==> config.mk <==
export PLATFORM = sky130hd
export DESIGN_NAME = utf8_codepoint_decoder
export DESIGN_NICKNAME = d
export VERILOG_FILES = /design/src/rtl/utf8d_pkg.sv /design/src/rtl/utf8_codepoint_decoder.sv /design/src/rtl/utf8d_fifo.sv /design/src/rtl/utf8d_front.sv /design/src/rtl/utf8d_back.sv
export VERILOG_INCLUDE_DIRS = /design/src /design/src/rtl
export SDC_FILE = /design/constraint.sdc
export NUM_CORES = 1
export LEC_CHECK = 0
export ABC_AREA = 1
export BUFFER_PORTS_ARGS = -buffer_cell sky130_fd_sc_hd__buf_2
export CAP_MARGIN = 25
export CORE_ASPECT_RATIO = 0.75
export CORE_MARGIN = 2
export CORE_UTILIZATION = 40
export DETAILED_ROUTE_END_ITERATION = 6
export PLACE_DENSITY = 0.63
export SLEW_MARGIN = 15
export SYNTH_ARGS = -nofsm -noshare
export SYNTH_HDL_FRONTEND = slang
export SYNTH_HIERARCHICAL = 1
export SYNTH_SLANG_ARGS = --single-unit
==> constraint.sdc <==
create_clock -name clk -period 7.7 [get_ports clk]
set_input_delay 0.77 -clock clk [delete_from_list [all_inputs] [get_ports clk]]
set_output_delay 0.77 -clock clk [all_outputs]
set_load 0.01 [all_outputs]
==> src/rtl/utf8_codepoint_decoder_assert.svh <==
// Assertion macros used by the decoder's back end.
`ifndef UTF8_CODEPOINT_DECODER_ASSERT_SVH
`define UTF8_CODEPOINT_DECODER_ASSERT_SVH

// A property that must hold in the same cycle whenever the antecedent holds.
`define UTF8D_ASSERT(lbl, clk, rst_n, ante, cons) \
  lbl: assert property (@(posedge clk) disable iff (!rst_n) (ante) |-> (cons)) \
    else $error("utf8d: assertion failed");

// A property that must hold in the cycle after the antecedent holds.
`define UTF8D_ASSERT_NEXT(lbl, clk, rst_n, ante, cons) \
  lbl: assert property (@(posedge clk) disable iff (!rst_n) (ante) |=> (cons)) \
    else $error("utf8d: assertion failed");

`endif

==> src/rtl/utf8d_pkg.sv <==
`default_nettype none
package utf8d_pkg;

  // Default queue depths.
  localparam int IN_DEPTH_DEF  = 2;
  localparam int OUT_DEPTH_DEF = 2;

  localparam int CP_W  = 21;
  localparam int CNT_W = 3;

  // One line byte together with its class.
  typedef struct packed {
    logic [7:0] data;
    logic [2:0] len;   // sequence length if this byte leads
    logic       cont;  // 10xxxxxx
  } slot_t;

  typedef slot_t [3:0] win_t;

  // Beat held in the input queue.
  typedef struct packed {
    slot_t slot;
    logic  eol;
  } in_item_t;

  // Beat held in the result queue.
  typedef struct packed {
    logic [CP_W-1:0]  code_point;
    logic [CNT_W-1:0] byte_count;
    logic             line_done;
    logic             last_of_run;
  } res_t;

  // Outcome of one decode step on the window.
  typedef struct packed {
    logic       emit;
    logic       hold;
    logic [2:0] used;
  } step_t;

  function automatic logic [2:0] lead_length(input logic [7:0] b);
    logic [2:0] n;
    case (b) inside
      [8'h00:8'h7F]: n = 3'd1;
      [8'hC0:8'hDF]: n = 3'd2;
      [8'hE0:8'hEF]: n = 3'd3;
      [8'hF0:8'hF7]: n = 3'd4;
      default:       n = 3'd1;
    endcase
    return n;
  endfunction

  function automatic logic is_cont(input logic [7:0] b);
    return b[7:6] == 2'b10;
  endfunction

  // Decide what the first byte of a window of m bytes does.
  function automatic step_t classify(input win_t w, input logic [2:0] m, input logic eol);
    step_t      s;
    logic [2:0] n;
    logic [2:0] k;
    logic       broken;
    logic       fallback;
    n = w[0].len;
    k = (m < n) ? m : n;
    broken = 1'b0;
    for (int i = 1; i < 4; i++) begin
      if (3'(i) < k && !w[i].cont) broken = 1'b1;
    end
    fallback = (n == 3'd1) || broken || ((m < n) && eol);
    s.emit = fallback || (m >= n);
    s.hold = !fallback && (m < n);
    s.used = fallback ? 3'd1 : n;
    return s;
  endfunction

  // Build the code point from a complete sequence of n bytes.
  function automatic logic [CP_W-1:0] assemble(input win_t w, input logic [2:0] n);
    logic [CP_W-1:0] cp;
    case (n)
      3'd2:    cp = {10'd0, w[0].data[4:0], w[1].data[5:0]};
      3'd3:    cp = {5'd0, w[0].data[3:0], w[1].data[5:0], w[2].data[5:0]};
      3'd4:    cp = {w[0].data[2:0], w[1].data[5:0], w[2].data[5:0], w[3].data[5:0]};
      default: cp = {13'd0, w[0].data};
    endcase
    return cp;
  endfunction

endpackage
`default_nettype wire

==> src/rtl/utf8_codepoint_decoder.sv <==
// Path: a byte accepted into the input queue is decoded by the engine, and its result is
// registered in the result queue, whose head drives the out_ ports until it is popped.
// Throughput: one byte per cycle while no run is in progress and the result queue has room;
// the engine emits one result per cycle while that queue has room, and a byte that completes
// several code points (at most four) starts a run, during which no new byte is taken.
// Reset: synchronous on rst_n low; both queues empty and no bytes held. No clearing pass.
`default_nettype none
module utf8_codepoint_decoder #(
  parameter int IN_DEPTH  = utf8d_pkg::IN_DEPTH_DEF,
  parameter int OUT_DEPTH = utf8d_pkg::OUT_DEPTH_DEF
) (
  input  wire logic        clk,
  input  wire logic        rst_n,
  input  wire logic        in_push,
  output logic             in_full,
  input  wire logic [7:0]  in_data_byte,
  input  wire logic        in_end_of_line,
  output logic             out_empty,
  input  wire logic        out_pop,
  output logic [20:0]      out_code_point,
  output logic [2:0]       out_byte_count,
  output logic             out_line_done,
  output logic             out_last_of_run
);

  utf8d_pkg::in_item_t head;
  logic                head_valid, head_pop;
  logic                res_push, res_full;
  utf8d_pkg::res_t     res, res_q;

  // Front: classify and queue incoming bytes.
  utf8d_front #(
    .IN_DEPTH (IN_DEPTH)
  ) u_front (
    .clk            (clk),
    .rst_n          (rst_n),
    .in_push        (in_push),
    .in_full        (in_full),
    .in_data_byte   (in_data_byte),
    .in_end_of_line (in_end_of_line),
    .head_o         (head),
    .head_valid_o   (head_valid),
    .head_pop_i     (head_pop)
  );

  // Back: decode engine.
  utf8d_back u_back (
    .clk          (clk),
    .rst_n        (rst_n),
    .head_i       (head),
    .head_valid_i (head_valid),
    .head_pop_o   (head_pop),
    .res_push_o   (res_push),
    .res_o        (res),
    .res_full_i   (res_full)
  );

  // Result queue toward the consumer.
  utf8d_fifo #(
    .DEPTH (OUT_DEPTH),
    .WIDTH ($bits(utf8d_pkg::res_t))
  ) u_out_q (
    .clk   (clk),
    .rst_n (rst_n),
    .push  (res_push),
    .din   (res),
    .full  (res_full),
    .pop   (out_pop),
    .dout  (res_q),
    .empty (out_empty)
  );

  assign out_code_point  = res_q.code_point;
  assign out_byte_count  = res_q.byte_count;
  assign out_line_done   = res_q.line_done;
  assign out_last_of_run = res_q.last_of_run;

endmodule
`default_nettype wire

==> src/rtl/utf8d_fifo.sv <==
`default_nettype none
module utf8d_fifo #(
  parameter int DEPTH = 2,
  parameter int WIDTH = 8
) (
  input  wire logic             clk,
  input  wire logic             rst_n,
  input  wire logic             push,
  input  wire logic [WIDTH-1:0] din,
  output logic                  full,
  input  wire logic             pop,
  output logic [WIDTH-1:0]      dout,
  output logic                  empty
);

  localparam int PW = (DEPTH > 1) ? $clog2(DEPTH) : 1;
  localparam int CW = $clog2(DEPTH + 1);

  logic [WIDTH-1:0] mem_r [DEPTH];
  logic [PW-1:0]    wr_ptr_r, wr_ptr_nxt;
  logic [PW-1:0]    rd_ptr_r, rd_ptr_nxt;
  logic [CW-1:0]    cnt_r, cnt_nxt;
  logic             do_push, do_pop;

  // Status and head of the queue.
  assign full    = (cnt_r == CW'(DEPTH));
  assign empty   = (cnt_r == '0);
  assign dout    = mem_r[rd_ptr_r];
  assign do_push = push && !full;
  assign do_pop  = pop && !empty;

  // Pointer and fill count updates.
  always_comb begin
    wr_ptr_nxt = wr_ptr_r;
    rd_ptr_nxt = rd_ptr_r;
    cnt_nxt    = cnt_r;
    if (do_push) begin
      wr_ptr_nxt = (wr_ptr_r == PW'(DEPTH - 1)) ? '0 : wr_ptr_r + PW'(1);
    end
    if (do_pop) begin
      rd_ptr_nxt = (rd_ptr_r == PW'(DEPTH - 1)) ? '0 : rd_ptr_r + PW'(1);
    end
    if (do_push && !do_pop) begin
      cnt_nxt = cnt_r + CW'(1);
    end else if (do_pop && !do_push) begin
      cnt_nxt = cnt_r - CW'(1);
    end
  end

  always_ff @(posedge clk) begin
    if (!rst_n) begin
      wr_ptr_r <= '0;
      rd_ptr_r <= '0;
      cnt_r    <= '0;
    end else begin
      wr_ptr_r <= wr_ptr_nxt;
      rd_ptr_r <= rd_ptr_nxt;
      cnt_r    <= cnt_nxt;
    end
  end

  // Storage needs no reset.
  always_ff @(posedge clk) begin
    if (do_push) begin
      mem_r[wr_ptr_r] <= din;
    end
  end

endmodule
`default_nettype wire

==> src/rtl/utf8d_front.sv <==
`default_nettype none
module utf8d_front #(
  parameter int IN_DEPTH = utf8d_pkg::IN_DEPTH_DEF
) (
  input  wire logic               clk,
  input  wire logic               rst_n,
  input  wire logic               in_push,
  output logic                    in_full,
  input  wire logic [7:0]         in_data_byte,
  input  wire logic               in_end_of_line,
  output utf8d_pkg::in_item_t     head_o,
  output logic                    head_valid_o,
  input  wire logic               head_pop_i
);

  utf8d_pkg::in_item_t item;
  logic                q_empty;

  // Classify each byte as it arrives.
  always_comb begin
    item.slot.data = in_data_byte;
    item.slot.len  = utf8d_pkg::lead_length(in_data_byte);
    item.slot.cont = utf8d_pkg::is_cont(in_data_byte);
    item.eol       = in_end_of_line;
  end

  // Queue that decouples the input from the decode engine.
  utf8d_fifo #(
    .DEPTH (IN_DEPTH),
    .WIDTH ($bits(utf8d_pkg::in_item_t))
  ) u_in_q (
    .clk   (clk),
    .rst_n (rst_n),
    .push  (in_push),
    .din   (item),
    .full  (in_full),
    .pop   (head_pop_i),
    .dout  (head_o),
    .empty (q_empty)
  );

  assign head_valid_o = !q_empty;

endmodule
`default_nettype wire

==> src/rtl/utf8d_back.sv <==
`default_nettype none
`include "utf8_codepoint_decoder_assert.svh"
module utf8d_back (
  input  wire logic                clk,
  input  wire logic                rst_n,
  input  wire utf8d_pkg::in_item_t head_i,
  input  wire logic                head_valid_i,
  output logic                     head_pop_o,
  output logic                     res_push_o,
  output utf8d_pkg::res_t          res_o,
  input  wire logic                res_full_i
);

  // Byte window: held bytes between beats, or the rest of a run in progress.
  utf8d_pkg::win_t win_r, win_nxt;
  logic [2:0]      cnt_r, cnt_nxt;
  logic            eol_r, eol_nxt;
  logic            busy_r, busy_nxt;

  utf8d_pkg::win_t w, w2;
  utf8d_pkg::step_t st, nx;
  logic [2:0]      m, rem;
  logic [3:0]      src;
  logic            eol, have_work, go, finish;

  always_comb begin
    // Window for this step: the run in progress, or held bytes plus the new byte.
    for (int i = 0; i < 4; i++) begin
      if (busy_r || (3'(i) < cnt_r)) begin
        w[i] = win_r[i];
      end else if (3'(i) == cnt_r) begin
        w[i] = head_i.slot;
      end else begin
        w[i] = '0;
      end
    end
    m   = busy_r ? cnt_r : cnt_r + 3'd1;
    eol = busy_r ? eol_r : head_i.eol;
    st  = utf8d_pkg::classify(w, m, eol);

    // Drop the bytes that this step consumes.
    for (int i = 0; i < 4; i++) begin
      src = 4'(i) + {1'b0, st.used};
      if (!st.emit) begin
        w2[i] = w[i];
      end else if (src < 4'd4) begin
        w2[i] = w[src[1:0]];
      end else begin
        w2[i] = '0;
      end
    end
    rem = st.emit ? m - st.used : m;

    // Look ahead: the run ends when nothing is left or the rest must wait.
    nx     = utf8d_pkg::classify(w2, rem, eol);
    finish = !st.emit || (rem == 3'd0) || nx.hold;

    have_work  = busy_r || head_valid_i;
    go         = have_work && (!st.emit || !res_full_i);
    head_pop_o = go && !busy_r;
    res_push_o = go && st.emit;

    res_o.code_point  = utf8d_pkg::assemble(w, st.used);
    res_o.byte_count  = st.used;
    res_o.line_done   = eol && finish;
    res_o.last_of_run = finish;

    win_nxt  = win_r;
    cnt_nxt  = cnt_r;
    eol_nxt  = eol_r;
    busy_nxt = busy_r;
    if (go) begin
      win_nxt  = w2;
      cnt_nxt  = rem;
      eol_nxt  = eol;
      busy_nxt = !finish;
    end
  end

  always_ff @(posedge clk) begin
    if (!rst_n) begin
      cnt_r  <= '0;
      busy_r <= 1'b0;
    end else begin
      cnt_r  <= cnt_nxt;
      busy_r <= busy_nxt;
    end
  end

  // Window bytes are qualified by the count.
  always_ff @(posedge clk) begin
    win_r <= win_nxt;
    eol_r <= eol_nxt;
  end

  // Between runs at most three bytes are held.
  `UTF8D_ASSERT(a_held_fits, clk, rst_n, !busy_r, cnt_r <= 3'd3)
  // A run in progress always has bytes left to decode.
  `UTF8D_ASSERT(a_busy_nonempty, clk, rst_n, busy_r, cnt_r != 3'd0)
  // A line never ends with bytes held.
  `UTF8D_ASSERT_NEXT(a_eol_clears, clk, rst_n, go && finish && eol, cnt_r == 3'd0 && !busy_r)

endmodule
`default_nettype wire
Word level (Yosys, flattened, before mapping)
Memory sizes are Yosys's and may differ from the RTL's. A register that Yosys moved wholly into a read port is not among the register bits.
Cells that the tools add are included.
{"block": "word_totals", "latchBits": 0, "in_bits": 13, "ramBits": 78, "reg_bits": 61, "mem_bits_ro": 0, "wordCells": 195, "out_inout_bits": 28, "mem_count": 2}
{"memory": "u_out_q.mem_r", "words": 2, "width": 26, "rd": 1, "rd_clocked_by_memory_dff": 1, "wr": 1, "line": "utf8d_fifo.sv:19", "source": "logic [WIDTH-1:0] mem_r [DEPTH];"}
{"memory": "u_front.u_in_q.mem_r", "words": 2, "width": 13, "rd": 1, "rd_clocked_by_memory_dff": 1, "wr": 1, "line": "utf8d_fifo.sv:19"}
{"block": "op_classes", "bitwise_logic": 0, "n_mux": 57, "n_div": 0, "shifts": 0, "eq_ne": 11, "n_addsub": 13, "n_lt_le_gt_ge": 29, "multipliers": 0, "n_reduce_logical": 62}
{"cell": "2-to-1 mux 12 bit", "n": 20}
{"cell": "binary-select mux 12 bit (select 2 bit)", "n": 4}
{"cell": "case mux 21 bit (3 select lines)", "n": 1}
{"cell": "2-to-1 mux 3 bit", "n": 9}
{"cell": "logical AND 1 bit", "n": 25}
{"cell": ">= comparator 8 bit (second input constant)", "n": 3}
{"cell": "<= comparator 8 bit (second input constant)", "n": 3}
{"cell": "2-to-1 mux 1 bit", "n": 19}
{"cell": "zero test 1 bit", "n": 18}
{"cell": "< comparator 2 x 3 -> 1 bit (first input constant)", "n": 6}
{"cell": "logical OR 1 bit", "n": 13}
{"cell": "< comparator 1 x 3 -> 1 bit (first input constant)", "n": 4}
{"cell": "< comparator 2 x 3 -> 1 bit (second input constant)", "n": 4}
{"cell": "< comparator 4 x 3 -> 1 bit (second input constant)", "n": 3}
{"cell": "adder 2 x 3 -> 4 bit (first input constant)", "n": 2}
{"cell": ">= comparator 8 x 1 -> 1 bit (second input constant)", "n": 1}
{"cell": "<= comparator 8 x 7 -> 1 bit (second input constant)", "n": 1}
{"cell": "2-to-1 mux 2 bit", "n": 4}
{"cell": "equality test 2 bit (second input constant)", "n": 3}
{"cell": "equality test 2 x 3 -> 1 bit (first input constant)", "n": 2}
{"cell": "equality test 3 x 1 -> 1 bit (second input constant)", "n": 2}
{"cell": "equality test 3 x 2 -> 1 bit (second input constant)", "n": 2}
{"cell": "zero test 3 bit", "n": 2}
{"cell": "< comparator 3 bit", "n": 2}
{"cell": "other kinds (12)", "n": 19}

Logic depth before layout (Yosys ltp)
Gate-level depths: netlist of the first run.
{"block": "logic_depth", "ltp_word": 30, "depth_mapped": 33, "mapped_depth_nobuf": 29}

Hierarchy
The synthesis of the first run kept the hierarchy.
{"mod": "utf8d_back", "area_per_inst_um2": 4784.6, "seq_area_each_um2": 1551.5, "cells_per_inst": 664, "instances": 1}
{"mod": "utf8d_fifo at u_out_q", "area_per_inst_um2": 2225.9, "seq_area_each_um2": 1661.6, "cells_per_inst": 119, "instances": 1}
{"mod": "utf8d_fifo at u_front.u_in_q", "area_per_inst_um2": 1186.1, "seq_area_each_um2": 880.8, "cells_per_inst": 78, "instances": 1}
{"mod": "utf8d_front", "area_per_inst_um2": 53.8, "seq_area_each_um2": 0.0, "cells_per_inst": 11, "instances": 1}

Worst setup path after synthesis of the first run
No wires, ideal clock.
{"block": "synth_path", "path_type": "register -> register", "start": "register u_back.cnt_r[0]", "end": "memory u_out_q/mem_r[1][0] (netlist bit), enable pin", "arrival_time_ns": 5.215, "path_slack_ns": 2.076, "n_path_buf": 2, "period_less_slack_ns": 5.624, "required_ns": 7.291, "setup_time_ns": 0.409, "path_stages_with_launch": 24, "path_cell_list": "dfxtp_1 -> inv_1 -> ha_1 -> nand2_1 -> buf_6 -> nor2_1 -> o21ai_4 -> ha_1 -> inv_1 -> nor2_1 -> o21ai_0 -> nand2_2 -> nand3_1 -> nand3_1 -> nand2_4 -> nand3_4 -> buf_6 -> nand2_1 -> o21ai_1 -> inv_1 -> nand2_1 -> inv_1 -> o21ai_2 -> nor2_1"}
{"block": "synth_between", "elab_chain_cells": 20, "elab_cells_between_ends": 49, "cone_classes": "1 x add/sub; 9 x order compare; 4 x eq/ne; 15 x mux; 20 x reduce/logical"}
{"element": "from (decl)", "line": "utf8d_back.sv:16", "source": "logic [2:0] cnt_r, cnt_nxt;"}
{"element": "from (signal assigned)", "line": "utf8d_back.sv:85", "source": "cnt_r <= cnt_nxt;"}
{"element": "< comparator 1 x 3 -> 1 bit / zero test 3 bit (equally long branches)", "line": "utf8d_back.sv:29, utf8d_back.sv:31"}
{"element": "logical OR 1 bit / 2-to-1 mux 12 bit (equally long branches)", "line": "utf8d_back.sv:29, utf8d_back.sv:31"}
{"element": "2-to-1 mux 12 bit", "line": "utf8d_back.sv:29", "source": "if (busy_r || (3'(i) < cnt_r)) begin"}
{"element": "< comparator 3 bit", "line": "utf8d_pkg.sv:65, utf8d_pkg.sv:70"}
{"element": "2-to-1 mux 3 bit", "line": "utf8d_pkg.sv:65", "source": "k = (m < n) ? m : n;"}
{"element": "< comparator 1 x 3 -> 1 bit", "line": "utf8d_pkg.sv:68", "source": "if (3'(i) < k && !w[i].cont) broken = 1'b1;"}
{"element": "logical AND 1 bit", "line": "utf8d_pkg.sv:68"}
{"element": "2-to-1 mux 1 bit (3 in a row)", "line": "utf8d_pkg.sv:68"}
{"element": "[4 not listed]"}
{"element": "logical OR 1 bit *", "line": "utf8d_back.sv:59", "source": "go = have_work && (!st.emit || !res_full_i);"}
{"element": "logical AND 1 bit *", "line": "utf8d_back.sv:59"}
{"element": "net u_back.go", "line": "utf8d_back.sv:24", "source": "logic eol, have_work, go, finish;"}
{"element": "logical AND 1 bit *", "line": "utf8d_back.sv:61", "source": "res_push_o = go && st.emit;"}
{"element": "net res_push", "line": "utf8_codepoint_decoder.sv:28", "source": "logic res_push, res_full;"}
{"element": "logical AND 1 bit *", "line": "utf8d_fifo.sv:29", "source": "assign do_push = push && !full;"}
{"element": "2-to-1 mux 1 bit *", "line": "utf8d_fifo.sv:64", "source": "if (do_push) begin"}
{"element": "2-to-1 mux 1 bit (implied by the code) *", "line": "utf8d_fifo.sv:65", "source": "mem_r[wr_ptr_r] <= din;"}
{"element": "to (decl)", "line": "utf8d_fifo.sv:19"}
Mark *: on every way through the listed nets, which the timed path passes. The rest lies on a longest branch.

==> impl_metrics.toml, run 1 <==
[run]
cap_violations = 0

[logic_synthesis]
synth_edf_count = 127
mappedNetlistNets = 903
synth_warnings = 6
synthArstFlopShare_pct = 0
seq_area_frac_synth_pct = 49.6
syn_area_per_cell_um2 = 9.46
synth-seq-cells = 141
synthCells = 872
synth_area_um2 = 8250
synthFlopType = "edfxtp_1"
synthDistinctLibCells = 51

[grt]
grt_pass1_wl_mm = 33.9
grtUsageTotal_pct = 20.4
grt_start_max_net_pins = 81
overflow = 0
grt_pass1_vias = 6071
antenna_found_initial = 0

[route]
vias_per_cell = 5.60
drcViolationCount = 0
antenna_left = 0
firstDrtPassIters = 6
routed_wl_mm = 21.4
num_vias = 6572
drt_iter0_drc = 902
routedWlPerCell_um = 18.2

[place]
place.port_buffers = 40
globalplace.congestion = 0.930
placedInstanceArea_um2 = 8590
dp_hpwl_mm = 14.2

[timing]
setup_violations = 0
max_freq_mhz = 171
worstMarginPinSlew_ns = 0.855
finClkSkew_ns = 0.00975
slew_headroom_pct = 42.9
hold_violations = 0
rsz0062_at_grt = "no"
fin_setup_tns_ns = 0
period_minus_slack_ns = 5.86
finalCritPeriodShare_pct = 76.1
maxSlewViolCount = 0

[critical_path]
worstSetupEndpointType = "flop"
slowest_delay_ns = 0.61
cp-startpoint = "u_back/cnt_r[0]$_SDFFE_PN0P_"
crit_type = "flop to flop"
worst_ep_arrival_time_ns = 6.18
rr_worst_depth = 28
cp_max_fo = 80
cp.required_ns = 8.02
crit_path_top_delay_cell = "nand3_4"
cp-start-kind = "flop"
r2r_slack_ns = 1.84
regToRegStartpoint = "u_back/cnt_r[0]$_SDFFE_PN0P_"
cp_common_cell = "inv_1"
r2r_end = "u_back/busy_r$_SDFFE_PN0P_"

[run_status]
run_status = "completed"

[cells_and_area]
layout.nets = 934
layout.cells.most_common = "nand2_1"
fillers = 1920
drive_gt1_share_pct = 18.8
syn2layout_area_growth_pct = 11.2
design_area_um2 = 9170
antennaDiodeCount = 0
layout_common_cells = "nand2_1 (182), edfxtp_1 (127), inv_1 (97), o21ai_0 (79), nor2_1 (59)"

[floorplanning]
num_rows = 45
fp.dieH_um = 128
initial_core_util_pct = 40.8
core_area_um2 = 20200
die_w_um = 170
dieArea_um2 = 21800
ios = 41

[cts]
clk_pin_slew_ns = 0.06
cts_setup_buffers = 0
clkSinkCount = 141
cts_root_buf = "clkbuf_16"
clk-insertion-delay-late_ns = 0.43
cts_hold_buf = 0
cts.path.max_buffers = 2
cts_inserted_buffers = 17
htree_levels = 4
cts_resized = 0
cts_tree = "built"

[min_path]
hold_class = "flop to flop"
min-delay-start = "u_out_q/rd_ptr_r$_SDFFE_PN0P_"
min_path_cells = 2
[worst max path at each step]
stage / end / slack, ns / cells past startpoint
after floorplan: u_out_q/mem_r[1][0]$_DFFE_PP_ / 2.08 / 23
after global placement: u_back/busy_r$_SDFFE_PN0P_ / 2.13 / 28
after detailed placement: u_back/busy_r$_SDFFE_PN0P_ / 1.94 / 28
after CTS: u_back/busy_r$_SDFFE_PN0P_ / 1.90 / 28
after global routing: u_back/busy_r$_SDFFE_PN0P_ / 1.21 / 29
final: u_back/busy_r$_SDFFE_PN0P_ / 1.84 / 28
[Yosys cell counts, drive strengths merged (14+ instances only)]
cell / count / area share [%]
nor2: 71 / 4.0
dfxtp: 14 / 3.4
a22oi: 16 / 1.5
ha: 17 / 2.6
buf: 19 / 2.2
a21oi: 21 / 1.3
o21ai: 109 / 7.1
o22ai: 21 / 1.7
nand2: 198 / 9.7
edfxtp: 127 / 46
inv: 107 / 4.9
nand3: 36 / 2.9
mux2: 39 / 6.2
clkbuf: 17 / 0.77
[kinds of logic (layout without fill, tap and decap cells)]
logic type      Yosys count  after routing  synth area share [%]
simple gates            320            320                  17.8
fa+ha+maj                18             18                  2.82
flops                   141            141                  49.6
buf+inv                 147            191                  8.07
compound gates          205            205                  15.3
mux                      39             39                  6.23
xor+xnor                  2              2                 0.212
[through the flow]
| stage | hold slack, ns | util, % | worst slack (ns) | std cells |
|---|---|---|---|---|
| 5_1_grt | 0.524 | 45.4 | 1.21 | 1174 |
| 4_1_cts | 0.513 | 45.4 | 1.90 | 1174 |
| 3_5_place_dp | 0.495 | 42.5 | 1.94 | 1142 |
| 6_report | 0.508 | 45.4 | 1.84 | 1174 |
| 3_3_place_gp | 0.481 | 42.4 | 2.13 | 1140 |
| 2_1_floorplan | 0.467 | - | 2.08 | 872 |
[cell type report]
cell class	instances	area, um2	area share [%]
Tap cell	258	323	3.52
Inverter	111	419	4.57
Multi-Input combinational cell	584	3500	38.1
Timing Repair Buffer	48	260	2.84
Clock inverter	15	154	1.68
Sequential cell	141	4090	44.6
Clock buffer	17	425	4.64
[critical path, delay by kind of cell (launching register included)]
| family | cells | cell delay [ns] |
|---|---|---|
| buffers and inverters | 5 | 0.45 |
| adder cells (fa/ha/maj) | 5 | 1.49 |
| AND/OR/NAND/NOR | 12 | 2.19 |
| AO/OA/AOI/OAI | 5 | 0.91 |
| XOR/XNOR | 1 | 0.26 |
| flip-flops | 1 | 0.46 |
[routing by layer]
metal / share of wire, % / vias to the layer above / track usage (%) / wire [um]
met5: 0 / - / 0 / 0
met3: 8.7 / 37 / 3.88 / 1870
met1: 45 / 3105 / 29.7 / 9730
met4: 1.9 / 0 / 6.39 / 411
met2: 44 / 318 / 31.0 / 9400
li1: - / 3112 / - / -
[state kept, by name (all words and copies together), names as in the netlist, 2 cells and up, named ones only]
register and flops:
u_out_q/mem_r 52, u_back/win_r 48, u_front/u_in_q/mem_r 26, u_back/cnt_r 3
u_front/u_in_q/cnt_r 2, u_out_q/cnt_r 2
Power of run 1 is not shown: default switching activity piles up to over one toggle a cycle in this logic, so the estimate is an artifact.
==> inputs of run 2 (changes only) <==
==> constraint.sdc (replaced) <==
create_clock -name clk -period 5.7 [get_ports clk]
set_input_delay 0.57 -clock clk [delete_from_list [all_inputs] [get_ports clk]]
set_output_delay 0.57 -clock clk [all_outputs]
set_load 0.01 [all_outputs]
==> run 2 against run 1 <==
Net effect:
- via count is 1.9% lower
- global-route usage is 0.42 points lower
- fmax is 12% higher
- hold slack worse by 0.18 ns
- final cell count is 0.77% higher
- wire length is 1.6% lower
- clock skew is 0.0089 ns higher
- setup slack worse by 1.3 ns
- largest cell class unchanged
- critical endpoint unchanged
- sequential share of layout area is 0.32 points lower
==> impl_metrics.toml, run 2 (synthesis results as in run 1) <==
[critical_path]
regToRegStartpoint = "u_back/cnt_r[0]$_SDFFE_PN0P_"
r2r_end = "u_back/busy_r$_SDFFE_PN0P_"
r2r_slack_ns = 0.49
rr_worst_depth = 29
worstSetupEndpointType = "flop"
cp.required_ns = 6.03
worst_ep_arrival_time_ns = 5.54
crit_type = "flop to flop"
cp_max_fo = 11
crit_path_top_delay_cell = "dfxtp_1"
slowest_delay_ns = 0.46
cp-start-kind = "flop"

[grt]
grt_pass1_wl_mm = 32.9
grtUsageMet2_pct = 30.7
use_met3_pct = 4.40
grtUsageMet1_pct = 28.3
top_usage_layer = "met2"
grt_pass1_vias = 5935
antenna_found_initial = 0
grt_start_max_net_pins = 80
overflow = 0
grtUsageTotal_pct = 20.0

[route]
antenna_left = 0
firstDrtPassIters = 6
drt_iter0_drc = 888
num_vias = 6449
vias_per_cell = 5.45
routedWlPerCell_um = 17.8
routed_wl_mm = 21.1
drcViolationCount = 0

[floorplanning]
fp.dieH_um = 128
core_area_um2 = 20200
initial_core_util_pct = 40.8
dieArea_um2 = 21800
num_rows = 45
die_w_um = 170
ios = 41

[cts]
htree_levels = 4
clk-insertion-delay-late_ns = 0.44
cts.path.max_buffers = 2
cts_resized = 0
cts_tree = "built"
cts_hold_buf = 0
cts_root_buf = "clkbuf_16"
cts_setup_buffers = 0
cts_inserted_buffers = 17
clk_pin_slew_ns = 0.06
clkSinkCount = 141

[timing]
worstMarginPinSlew_ns = 0.757
rsz0062_at_grt = "no"
slew_headroom_pct = 49.5
max_freq_mhz = 192
hold_violations = 0
fin_setup_tns_ns = 0
maxSlewViolCount = 0
period_minus_slack_ns = 5.21
setup_violations = 0
finClkSkew_ns = 0.0187
finalCritPeriodShare_pct = 91.4

[place]
dp_hpwl_mm = 14.0
globalplace.congestion = 0.850
place.port_buffers = 40

[cells_and_area]
layout_common_cells = "nand2_1 (181), edfxtp_1 (127), inv_1 (97), o21ai_0 (78), nor2_1 (59)"
layout.nets = 943
antennaDiodeCount = 0
largest_reg_flops = 52
layout.cells.most_common = "nand2_1"
top_register = "u_out_q/mem_r"
drive_gt1_share_pct = 19.7
reg_top3 = "u_out_q/mem_r (52), u_back/win_r (48), u_front/u_in_q/mem_r (26)"
syn2layout_area_growth_pct = 12.0

[min_path]
min-delay-start = "in_data_byte[0]"
whs_endpoint = "u_front/u_in_q/mem_r[0][5]$_DFFE_PP_"
min_path_cells = 1
hold_class = "primary input to flop"

[run_status]
run_status = "completed"

[run]
cap_violations = 0
==> run 2: cell types whose count changed in the layout (fill, tap and decap cells not counted), sizes merged <==
cell    delta
clkinv     -3
clkbuf     +1
inv        +2
buf        +9
==> run 2: final cells by class <==
| cell class | count | area, um2 |
|---|---|---|
| Clock inverter | 14 | 143 |
| Inverter | 111 | 419 |
| Tap cell | 258 | 323 |
| Timing Repair Buffer | 57 | 328 |
| Sequential cell | 141 | 4090 |
| Fill cell | 1897 | 11000 |
| Multi-Input combinational cell | 584 | 3500 |
| Clock buffer | 18 | 429 |
==> run 2: worst max-delay path by stage <==
stage / start / end / slack, ns
floorplan: u_back/cnt_r[0]$_SDFFE_PN0P_ / u_out_q/mem_r[1][0]$_DFFE_PP_ / 0.08
global placement: u_back/cnt_r[0]$_SDFFE_PN0P_ / u_back/busy_r$_SDFFE_PN0P_ / 0.51
detailed placement: u_back/cnt_r[0]$_SDFFE_PN0P_ / u_back/busy_r$_SDFFE_PN0P_ / 0.29
CTS: u_back/cnt_r[0]$_SDFFE_PN0P_ / u_back/busy_r$_SDFFE_PN0P_ / 0.28
global route: u_back/cnt_r[0]$_SDFFE_PN0P_ / u_back/busy_r$_SDFFE_PN0P_ / 0.02
finish: u_back/cnt_r[0]$_SDFFE_PN0P_ / u_back/busy_r$_SDFFE_PN0P_ / 0.49
==> run 2: routing by layer <==
layer	share of wire [%]	routed length (um)
met1	45	9550
met2	44	9270
met3	8.9	1870
met4	1.7	364
met5	0	0
==> run 2: through the flow <==
stage                     utilization (%)  std cells  hold slack, ns  area (um2)  worst slack [ns]
after CTS                            45.7       1183           0.314        9230             0.278
after global placement               42.8       1151           0.482        8660             0.507
after floorplan                         -        872           0.467        8250            0.0759
after detailed placement             42.8       1151           0.496        8660             0.289
after global routing                 45.7       1183           0.307        9240            0.0199
final                                45.7       1183           0.327        9240             0.488
==> run 2: worst max-delay path: cells and delay by family (launching register included) <==
| family | cells | cell delay [ns] |
|---|---|---|
| AO/OA/AOI/OAI | 5 | 0.80 |
| XOR/XNOR | 1 | 0.24 |
| adder cells (fa/ha/maj) | 4 | 1.30 |
| buffers and inverters | 5 | 0.49 |
| flip-flops | 1 | 0.46 |
| AND/OR/NAND/NOR | 14 | 1.80 |
Power of run 2 is left out for the same reason.
==> inputs of run 3 (changes only) <==
--- a/config.mk
+++ b/config.mk
@@ -7,13 +7,13 @@
 export NUM_CORES = 1
 export LEC_CHECK = 0
 export ABC_AREA = 1
-export BUFFER_PORTS_ARGS = -buffer_cell sky130_fd_sc_hd__buf_2
 export CAP_MARGIN = 25
 export CORE_ASPECT_RATIO = 0.75
 export CORE_MARGIN = 2
 export CORE_UTILIZATION = 40
 export DETAILED_ROUTE_END_ITERATION = 6
-export PLACE_DENSITY = 0.63
+export DONT_BUFFER_PORTS = 1
+export PLACE_DENSITY = 0.61
 export SLEW_MARGIN = 15
 export SYNTH_ARGS = -nofsm -noshare
 export SYNTH_HDL_FRONTEND = slang
==> run 3 against run 2 <==
Net effect:
- register-to-register slack worse by 0.03 ns
- sequential cell count stayed put
- highest routed layer unchanged
- non-clock buffer count is 40 lower
- final cell count is 3.3% lower
- largest cell class unchanged
- final area is 1.7% lower
- count of clock-buffer cells in the layout is 1 lower
- core utilization is 0.79 points lower
- critical path depth stayed put
- wire length is 3.3% higher
==> impl_metrics.toml, run 3 (synthesis results as in run 1) <==
[run_status]
run_status = "completed"

[grt]
overflow = 0
grtUsageTotal_pct = 20.2
grtUsageMet2_pct = 30.8
grt_pass1_vias = 5961
grt_start_max_net_pins = 73
grt_pass1_wl_mm = 33.5
top_usage_layer = "met2"
antenna_found_initial = 0
grtUsageMet1_pct = 28.3
use_met3_pct = 5.01

[critical_path]
crit_buf_inv = 5
regToRegStartpoint = "u_back/cnt_r[1]$_SDFFE_PN0P_"
worstSetupEndpointType = "flop"
slowest_delay_ns = 0.44
cp-start-kind = "flop"
rr_worst_depth = 29
cp_top_family = "simple AND/OR/NAND/NOR gates"
cp.required_ns = 6.02
r2r_slack_ns = 0.45
cp_max_fo = 11
crit_type = "flop to flop"
crit_path_top_delay_cell = "fa_1"
worst_ep_arrival_time_ns = 5.56
r2r_end = "u_back/busy_r$_SDFFE_PN0P_"

[timing]
slew_headroom_pct = 48.9
maxSlewViolCount = 0
max_freq_mhz = 191
worst_slack_ns = 0.454
finalCritPeriodShare_pct = 92.0
worstMarginPinSlew_ns = 0.767
period_minus_slack_ns = 5.25
finClkSkew_ns = 0.00523
setup_violations = 0
hold_violations = 0

[cells_and_area]
syn2layout_area_growth_pct = 10.0
reg_top3 = "u_out_q/mem_r (52), u_back/win_r (48), u_front/u_in_q/mem_r (26)"
largest_reg_flops = 52
layout.cells.most_common = "nand2_1"
antennaDiodeCount = 0
design_area_um2 = 9080
layout_common_cells = "nand2_1 (181), edfxtp_1 (127), inv_1 (97), o21ai_0 (79), nor2_1 (59)"
top_register = "u_out_q/mem_r"
stdcell_count = 1144
layout.nets = 904
drive_gt1_share_pct = 16.4
final_util_pct = 44.9

[cts]
clk_pin_slew_ns = 0.07
cts_inserted_buffers = 17
cts_hold_buf = 0
clkSinkCount = 141
cts_tree = "built"
htree_levels = 4
clk-insertion-delay-late_ns = 0.43
cts.path.max_buffers = 2
cts_root_buf = "clkbuf_16"

[floorplanning]
fp.dieH_um = 128
dieArea_um2 = 21800
die_w_um = 170
initial_core_util_pct = 40.8
core_area_um2 = 20200
ios = 41
num_rows = 45

[run]
cap_violations = 0

[route]
vias_per_cell = 5.73
num_vias = 6554
routedWlPerCell_um = 19.0
drt_iter0_drc = 898
antenna_left = 0
firstDrtPassIters = 5
drcViolationCount = 0
routed_wl_mm = 21.8

[place]
dp.cells = 1110
globalplace.congestion = 0.867
place.port_buffers = 0
placedInstanceArea_um2 = 8450
dp_hpwl_mm = 14.1
pre_cts_ws_ns = 0.271

[min_path]
min_path_cells = 0
whs_endpoint = "u_front/u_in_q/mem_r[1][6]$_DFFE_PP_"
hold_class = "primary input to flop"
min-delay-start = "in_data_byte[1]"
run 3: area by class of cell:
| type | count | area [um2] |
|---|---|---|
| timing repair buffer | 17 | 128 |
| fill | 1922 | 11100 |
| clock inverter | 15 | 171 |
| sequential | 141 | 4100 |
| tap | 258 | 323 |
| inverter | 111 | 419 |
| multi-input combinational | 585 | 3520 |
| clock buffer | 17 | 425 |
run 3: per-stage QoR:
| stage | hold WS, ns | setup TNS, ns |
|---|---|---|
| global placement | 0.479 | 0 |
| floorplan | 0.467 | 0 |
| detailed placement | 0.484 | 0 |
| finish | 0.235 | 0 |
| global route | 0.215 | -0.00269 |
| CTS | 0.219 | 0 |
run 3: metal layers:
| metal | up-vias | share of wire [%] | routed length, um |
|---|---|---|---|
| li1 | 3051 | - | - |
| met1 | 3115 | 44 | 9540 |
| met2 | 345 | 44 | 9630 |
| met3 | 43 | 9.5 | 2060 |
| met4 | 0 | 2.4 | 521 |
| met5 | - | 0 | 0 |
run 3: worst max path at each step:
| stage | depth (start not counted) | to | start | slack, ns |
|---|---|---|---|---|
| 2_1_floorplan | 23 | u_out_q/mem_r[1][0]$_DFFE_PP_ | u_back/cnt_r[0]$_SDFFE_PN0P_ | 0.08 |
| 3_3_place_gp | 29 | u_back/busy_r$_SDFFE_PN0P_ | u_back/cnt_r[0]$_SDFFE_PN0P_ | 0.49 |
| 3_5_place_dp | 29 | u_back/busy_r$_SDFFE_PN0P_ | u_back/cnt_r[0]$_SDFFE_PN0P_ | 0.27 |
| 4_1_cts | 29 | u_back/busy_r$_SDFFE_PN0P_ | u_back/cnt_r[0]$_SDFFE_PN0P_ | 0.23 |
| 5_1_grt | 29 | u_back/busy_r$_SDFFE_PN0P_ | u_back/cnt_r[1]$_SDFFE_PN0P_ | -0.003 |
| 6_report | 29 | u_back/busy_r$_SDFFE_PN0P_ | u_back/cnt_r[1]$_SDFFE_PN0P_ | 0.45 |
run 3: what timing repair did:
item,CTS,global route
endpoints found under the setup margin,0,3
setup buffers,0,0
endpoints found under the hold margin,0,0
resized for setup,0,4
Power of run 3 is left out for the same reason.
